<file path="config.mk">
export PLATFORM = sky130hd
export DESIGN_NAME = pss_sqrt_cell
export DESIGN_NICKNAME = d
export VERILOG_FILES = /design/src/rtl/pss_pkg.sv /design/src/rtl/pss_sqrt_cell.sv
export SDC_FILE = /design/constraint.sdc
export NUM_CORES = 1
export LEC_CHECK = 0
export BUFFER_PORTS_ARGS = -buffer_cell sky130_fd_sc_hd__buf_2
export CORE_AREA = 4 4 257 259
export CTS_CLUSTER_DIAMETER = 40
export CTS_CLUSTER_SIZE = 25
export DETAILED_ROUTE_END_ITERATION = 12
export DIE_AREA = 0 0 261 263
export PLACE_DENSITY_LB_ADDON = 0.3
export SLEW_MARGIN = 5
export SYNTH_ARGS = -nofsm -noshare
export SYNTH_HDL_FRONTEND = slang
export SYNTH_SLANG_ARGS = --single-unit
</file>
<file path="constraint.sdc">
create_clock -name clk -period 8.5 [get_ports clk]
set_input_delay 2.125 -clock clk [delete_from_list [all_inputs] [get_ports clk]]
set_output_delay 2.125 -clock clk [all_outputs]
set_load 0.01 [all_outputs]
</file>
<file path="src/rtl/pss_pkg.sv">
`timescale 1ns / 1ps

package pss_pkg;

  localparam int NLANE = 3;
  localparam int TAY_STEPS = 6;
  localparam int TAY_LAT = 3;
  localparam int SQRT_STEPS = 32;
  localparam int NSTG = 3 + TAY_STEPS * TAY_LAT + 1 + SQRT_STEPS + 2 + SQRT_STEPS + 1;

  localparam logic [30:0] Q30_ONE = 31'd1073741824;
  localparam logic [30:0] PI_OVER_4 = 31'd843314857;
  localparam logic [30:0] PI_OVER_2 = 31'd1686629713;
  localparam logic [30:0] ANGLE_RESET = 31'd4992900;

  typedef struct packed {
    logic [30:0]        term;
    logic signed [32:0] sum;
    logic [29:0]        a2;
    logic               is_cos;
  } lane_t;

  typedef lane_t [NLANE-1:0] lane_vec_t;

  typedef struct packed {
    logic [31:0] p0;
    logic [31:0] p1;
    logic [31:0] p2;
    logic [2:0]  oct;
  } side_t;

  function automatic logic [7:0] taylor_div(input logic [2:0] step, input logic is_cos);
    logic [7:0] d;
    unique case ({is_cos, step})
      4'b0000: d = 8'd6;
      4'b0001: d = 8'd20;
      4'b0010: d = 8'd42;
      4'b0011: d = 8'd72;
      4'b0100: d = 8'd110;
      4'b0101: d = 8'd156;
      4'b1000: d = 8'd2;
      4'b1001: d = 8'd12;
      4'b1010: d = 8'd30;
      4'b1011: d = 8'd56;
      4'b1100: d = 8'd90;
      4'b1101: d = 8'd132;
      default: d = 8'd2;
    endcase
    return d;
  endfunction

  function automatic logic [31:0] taylor_recip(input logic [2:0] step, input logic is_cos);
    logic [31:0] m;
    unique case ({is_cos, step})
      4'b0000: m = 32'd715827882;
      4'b0001: m = 32'd214748364;
      4'b0010: m = 32'd102261126;
      4'b0011: m = 32'd59652323;
      4'b0100: m = 32'd39045157;
      4'b0101: m = 32'd27531841;
      4'b1000: m = 32'd2147483648;
      4'b1001: m = 32'd357913941;
      4'b1010: m = 32'd143165576;
      4'b1011: m = 32'd76695844;
      4'b1100: m = 32'd47721858;
      4'b1101: m = 32'd32537631;
      default: m = 32'd2147483648;
    endcase
    return m;
  endfunction

endpackage

</file>
<file path="src/rtl/pss_sqrt_cell.sv">
`timescale 1ns / 1ps

module pss_sqrt_cell (
  input  logic           clk,
  input  logic           en,
  input  logic [4:0]     step,
  input  logic [63:0]    v_i,
  input  logic [63:0]    res_i,
  input  pss_pkg::side_t side_i,
  output logic [63:0]    v_o,
  output logic [63:0]    res_o,
  output pss_pkg::side_t side_o
);

  logic [63:0]    bit_w;
  logic [63:0]    trial;
  logic [63:0]    v_nxt;
  logic [63:0]    res_nxt;
  logic [63:0]    v_r;
  logic [63:0]    res_r;
  pss_pkg::side_t side_r;

  always_comb begin
    bit_w = 64'd1 << (6'd62 - {step, 1'b0});
    trial = res_i + bit_w;
    if (v_i >= trial) begin
      v_nxt   = v_i - trial;
      res_nxt = (res_i >> 1) + bit_w;
    end else begin
      v_nxt   = v_i;
      res_nxt = res_i >> 1;
    end
  end

  always_ff @(posedge clk) begin
    if (en) begin
      v_r    <= v_nxt;
      res_r  <= res_nxt;
      side_r <= side_i;
    end
  end

  assign v_o    = v_r;
  assign res_o  = res_r;
  assign side_o = side_r;

endmodule

</file>
# After elaboration in Yosys (flattened, before gate mapping)
# Cells that the tools add are included.
# Widths: inputs -> output; s select.
# totals
out_inout_bits,227
elab_cells,15
in_bits,234
register_bits,227
# classes
magnitude_cmp,1
addsub,4
muxes,2
n_shift,1
# op_table
op,count
$add 63x64->64,1
$add 64x64->64,1
$ge 64x64->1,1
$mux 64,1
$shl 1x6->64 const A,1
$sub 64x64->64,1
$mux 63,1
$sub 6x6->6 const A,1

# Logic depth before layout (Yosys ltp)
# logic_depth
ltp_word,5
ltp_mapped,29
depth_no_buf,25

# Least setup slack after synthesis
# OpenSTA, ideal clock, no wires.
# synth_path
path_type,input-to-reg
startpoint,input port step[0]
endpoint,"register res_r[10], in the netlist res_o[10] (data pin)"
arrival_ns,7.271
setup_time_ns,0.270
stages,28
n_path_buf,4
slack_ns,0.959
required_time_ns,8.230
cell_sequence,or2_2 > clkbuf_1 > nor2_1 > ha_1 > a31oi_1 > nor2_1 > maj3_1 > a31oi_1 > o21ai_1 > a222oi_1 > nand2_1 > a31oi_1 > o21bai_1 > xnor2_1 > ha_1 > clkbuf_1 > a21o_1 > a21o_1 > a21o_1 > and2_1 > o21ai_0 > a21oi_1 > a211oi_2 > nand2_1 > clkbuf_1 > clkbuf_1 > nor2_1 > a21oi_1
# synth_between
elab_chain_len,5
word_cells_on_any_way,6
cone_classes,add/sub (3); order compare (1); shift (1); mux (1)
# synth_lines
item,line,source
"start, declared",pss_sqrt_cell.sv:6,"input logic [4:0] step,"
$sub 6x6->6 (*),pss_sqrt_cell.sv:24,"bit_w = 64'd1 << (6'd62 - {step, 1'b0});"
$shl 1x6->64 (*),pss_sqrt_cell.sv:24,
$add 64x64->64,pss_sqrt_cell.sv:25,trial = res_i + bit_w;
$ge 64x64->1,pss_sqrt_cell.sv:26,if (v_i >= trial) begin
$mux 63 (*),pss_sqrt_cell.sv:26,
net res_nxt[10],pss_sqrt_cell.sv:18,logic [63:0] res_nxt;
"end signal, assigned",pss_sqrt_cell.sv:38,res_r <= res_nxt;
"end, declared",pss_sqrt_cell.sv:20,logic [63:0] res_r;
# The timed path passes the listed nets; every way through them passes the cells marked *.
# A chain may end at the register's enable or synchronous reset.

# Final worst setup path
# layout_path
startpoint,input port step[2]
endpoint,"register res_r[17], in the netlist res_o[17] (data pin)"
# The elaborated chain is that of the path after synthesis.

==> key figures <==
Status
  • Status: finished clean

Critical path
  • CP arrival: roughly 8 ns
  • Startpoint types: input port
  • Critical Path Source: step[2]
  • Crit. End Element: flip-flop
  • Critical Path RT: 8.82 ns
  • Crit Path Max Fanout: 36
  • WS Path Type: input port to flip-flop

Layout
  • Layout cells sized above 1: 26.8%
  • Post-layout util: 34.9%
  • Fin cells: roughly 3200
  • Nets: about 2700
  • Layout area overhead: 30.7%
  • # fillers: 6568

Clocking
  • CTS clk-pin slew, worst paths: ~0.060 ns
  • Root buf cell: clkbuf_16
  • TritonCTS Buffers: 50
  • Htree depth: 2
  • Post-CTS resize count: 0
  • CTS tree: built
  • Postcts setup bufs: 0
  • Longest Clk Path Bufs: 3
  • CTS sink cnt: 227
  • Hold Buf Count CTS: 0

Power
  • Sequential share of power: 31.8%
  • Pwr/cell area: 201 nW/um^2
  • Sw frac: 30.4%
  • Clock power frac: 45.8%
  • Pwr Total: between 4 and 5 mW
  • Combinational share of power: 22.4%
  • Net Sw Power: ~1.4 mW
  • Int Pwr: 3.11 mW
  • Peak VDD IR: 140 uV
  • Leak: 9.22 nW

Routing
  • Drt pass-1 iters: 6
  • Vias: 16200
  • DR iter-0 viols: 1331
  • WL per Instance: 20.5 um
  • Vias/cell: 5.03
  • Routed Antenna Nets: 0
  • DRT Wirelength: 66.0 mm
  • DRC viols: 0

STA
  • Final hold vios: 0
  • RSZ-0062 raised after global routing: false
  • Final setup viols: 0
  • Worst hold slack: 1.71 ns
  • Max_slew headroom: 45.2%
  • Fin crit share: 90.5%
  • Max-slew violation count: 0
  • Final TNS setup: 0 ns
  • Slew of the pin with the lowest slew margin: 0.822 ns
  • Max Freq: 0.130 GHz
  • Tmin final: 7.69 ns

Logic synthesis
  • Largest area contributor in the netlist: edfxtp_1
  • Asr flop ratio synth: 0%
  • Seq/Total Area, Yosys: 39.9%
  • Main combinational cell family by area after synthesis: compound AO/OA/AOI/OAI gates
  • Post-synth top flop: edfxtp_1
  • Compound-Gate Fraction of Synth Area: a little over a fifth
  • Synth Area in Adders: 9.53%
  • Share of the synthesized area in the top cell type: 39.9%
  • Synth Area in XOR/XNOR: 9.08%
  • Cell area after synthesis: between 15000 and 20000 um^2
  • Ranking of synthesized cells by area: edfxtp_1 (40%), ha_1 (9.2%), a21oi_1 (4.9%), xnor2_1 (4.7%), nor2_1 (4.5%)
  • Syn nets: 2200
  • Post-synthesis mux area share: 0.374%
  • Synth Instances: 1839
  • Synthesized flop and latch total: 227
  • Simple-Gate Fraction of Synth Area: 17.0%
  • Avg Cell Area, Syn: 9.28 um^2
  • Ys Warns: 0
  • Post-synth EDFFs: 227
  • Synth cell types: 90

Global route
  • GRT Overall Usage: 18.1%
  • First-pass GRT wire length: 96.5 mm
  • Largest net degree at the start of global routing: 135
  • Initial antenna violation count: 16
  • Total grt overflow: 0
  • Vias in the first global route: 16000

Placement
  • IO buf count: 460
  • Final GP Congestion: 0.917
  • Final HPWL DP: 53.9 mm
  • Placed Instances: 3115

Min path
  • Hold/Removal Path Class: input port to flip-flop
  • Worst min-delay path startpoint: side_i[79]

Floorplanning
  • Initial Util: 26.7%
  • Row count: 93
  • Core Region: between 60000 and 70000 um^2
  • Io pins: 461
  • Die W: approximately 260 um
  • Die H: around 260 um
  • Die area: 68600 um^2

Flow run
  • Max_cap viols: 0
==> critical path, cell delays in order <==
cell and delay, ns:
buf_2 0.17, nand3_1 0.26, nor2_1 0.24, ha_1 0.31, a21o_1 0.19, a31oi_1 0.29, nor3_1 0.12, a21oi_1 0.27
o21ai_1 0.20, a222oi_1 0.32, buf_4 0.19, nand2_1 0.11, a31oi_1 0.37, o21bai_1 0.14, xnor2_1 0.15, ha_1 0.38
a21o_1 0.20, a21o_1 0.18, a21o_1 0.20, and2_1 0.19, o21ai_0 0.15, a21oi_1 0.09, a211oi_2 0.23, buf_4 0.19
and2_2 0.23, buf_12 0.21, nor2_1 0.09, xnor2_1 0.17
==> placed cells by master, fill, tap and decap left out, types with 7 or more instances in the layout <==
master / count
buf_4: 28
a31o_2: 15
clkinvlp_4: 8
nand4_1: 34
nor2b_1: 17
or3_1: 17
o21bai_1: 31
and3_1: 17
a31oi_1: 61
inv_1: 31
clkbuf_16: 50
a21oi_1: 167
edfxtp_1: 227
diode_2: 9
xnor2_1: 91
and2_1: 22
nor2_1: 206
o31ai_1: 11
xor2_1: 86
nor3_1: 33
nand2_1: 188
ha_1: 126
nand3_1: 39
nand2b_1: 13
o21a_1: 17
o21ai_0: 114
a21o_1: 60
o211ai_1: 12
bufinv_16: 8
buf_2: 459
buf_12: 7
==> registers in the layout, indices dropped and copies added, names as in the netlist <==
name / cells
side_o: 99
res_o: 64
v_o: 64
==> synth_stat cells, drive strengths merged, types with 7 or more instances <==
cell,n
nand2b,13
a21oi,167
xnor2,91
a21o,60
a221oi,7
ha,126
or3,19
nand2,190
nand3,39
and3,18
o41ai,7
o211ai,12
inv,31
o31ai,13
a31oi,61
nor3,36
edfxtp,227
o21bai,31
clkbuf,62
nor2b,17
a211oi,7
o21a,17
and2,24
buf,12
nand4,34
nor2,207
a31o,15
xor2,86
o21ai,119
==> layer usage <==
layer	vias up	routed length [um]	global-route usage, %
li1	7865	-	-
met1	7576	28500	23.2
met2	604	30700	30.4
met3	126	4250	3.40
met4	8	2390	6.51
met5	-	54	0
==> stage by stage <==
stage | area, um^2 | worst slack, ns
detailed placement | 20500 | 0.237
global route | 22300 | 0.454
CTS | 22300 | 0.847
global placement | 20500 | 0.303
finish | 22300 | 0.808
floorplan | 17100 | 0.959
==> logic make-up (layout without fill, tap and decap cells) <==
| kind of cell | after synthesis | in the layout |
|---|---|---|
| compound gates | 568 | 568 |
| xor+xnor | 177 | 177 |
| mux | 6 | 6 |
| buf+inv | 105 | 620 |
| fa+ha+maj | 130 | 130 |
| other cells | 0 | 9 |
| flops | 227 | 227 |
| simple gates | 626 | 626 |
==> power by group through the flow <==
stage / Sequential (mW) / Combinational (mW) / Clock [mW]
2_1_floorplan: 1.50 / 0.501 / 0
3_5_place_dp: 1.45 / 0.999 / 0
5_1_grt: 1.43 / 1.10 / 2.15
4_1_cts: 1.43 / 1.00 / 2.10
6_report: 1.42 / 1.00 / 2.05
3_3_place_gp: 1.45 / 1.00 / 0
==> layout make-up <==
class,count,area (um^2),area share [%]
Tap cell,855,1070,4.80
Multi-Input combinational cell,1507,9820,44.0
Clock buffer,53,1260,5.66
Antenna cell,9,22.5,0.101
Clock inverter,41,533,2.39
Sequential cell,227,6820,30.6
Timing Repair Buffer,495,2660,11.9
Inverter,31,116,0.522
==> path summary, 6_finish.rpt <==
check | depth (start not counted) | end
worst max-delay path | 28 | res_o[17]
worst min-delay path | 1 | side_o[79]
Note: power is estimated with default switching activity, not from simulation.
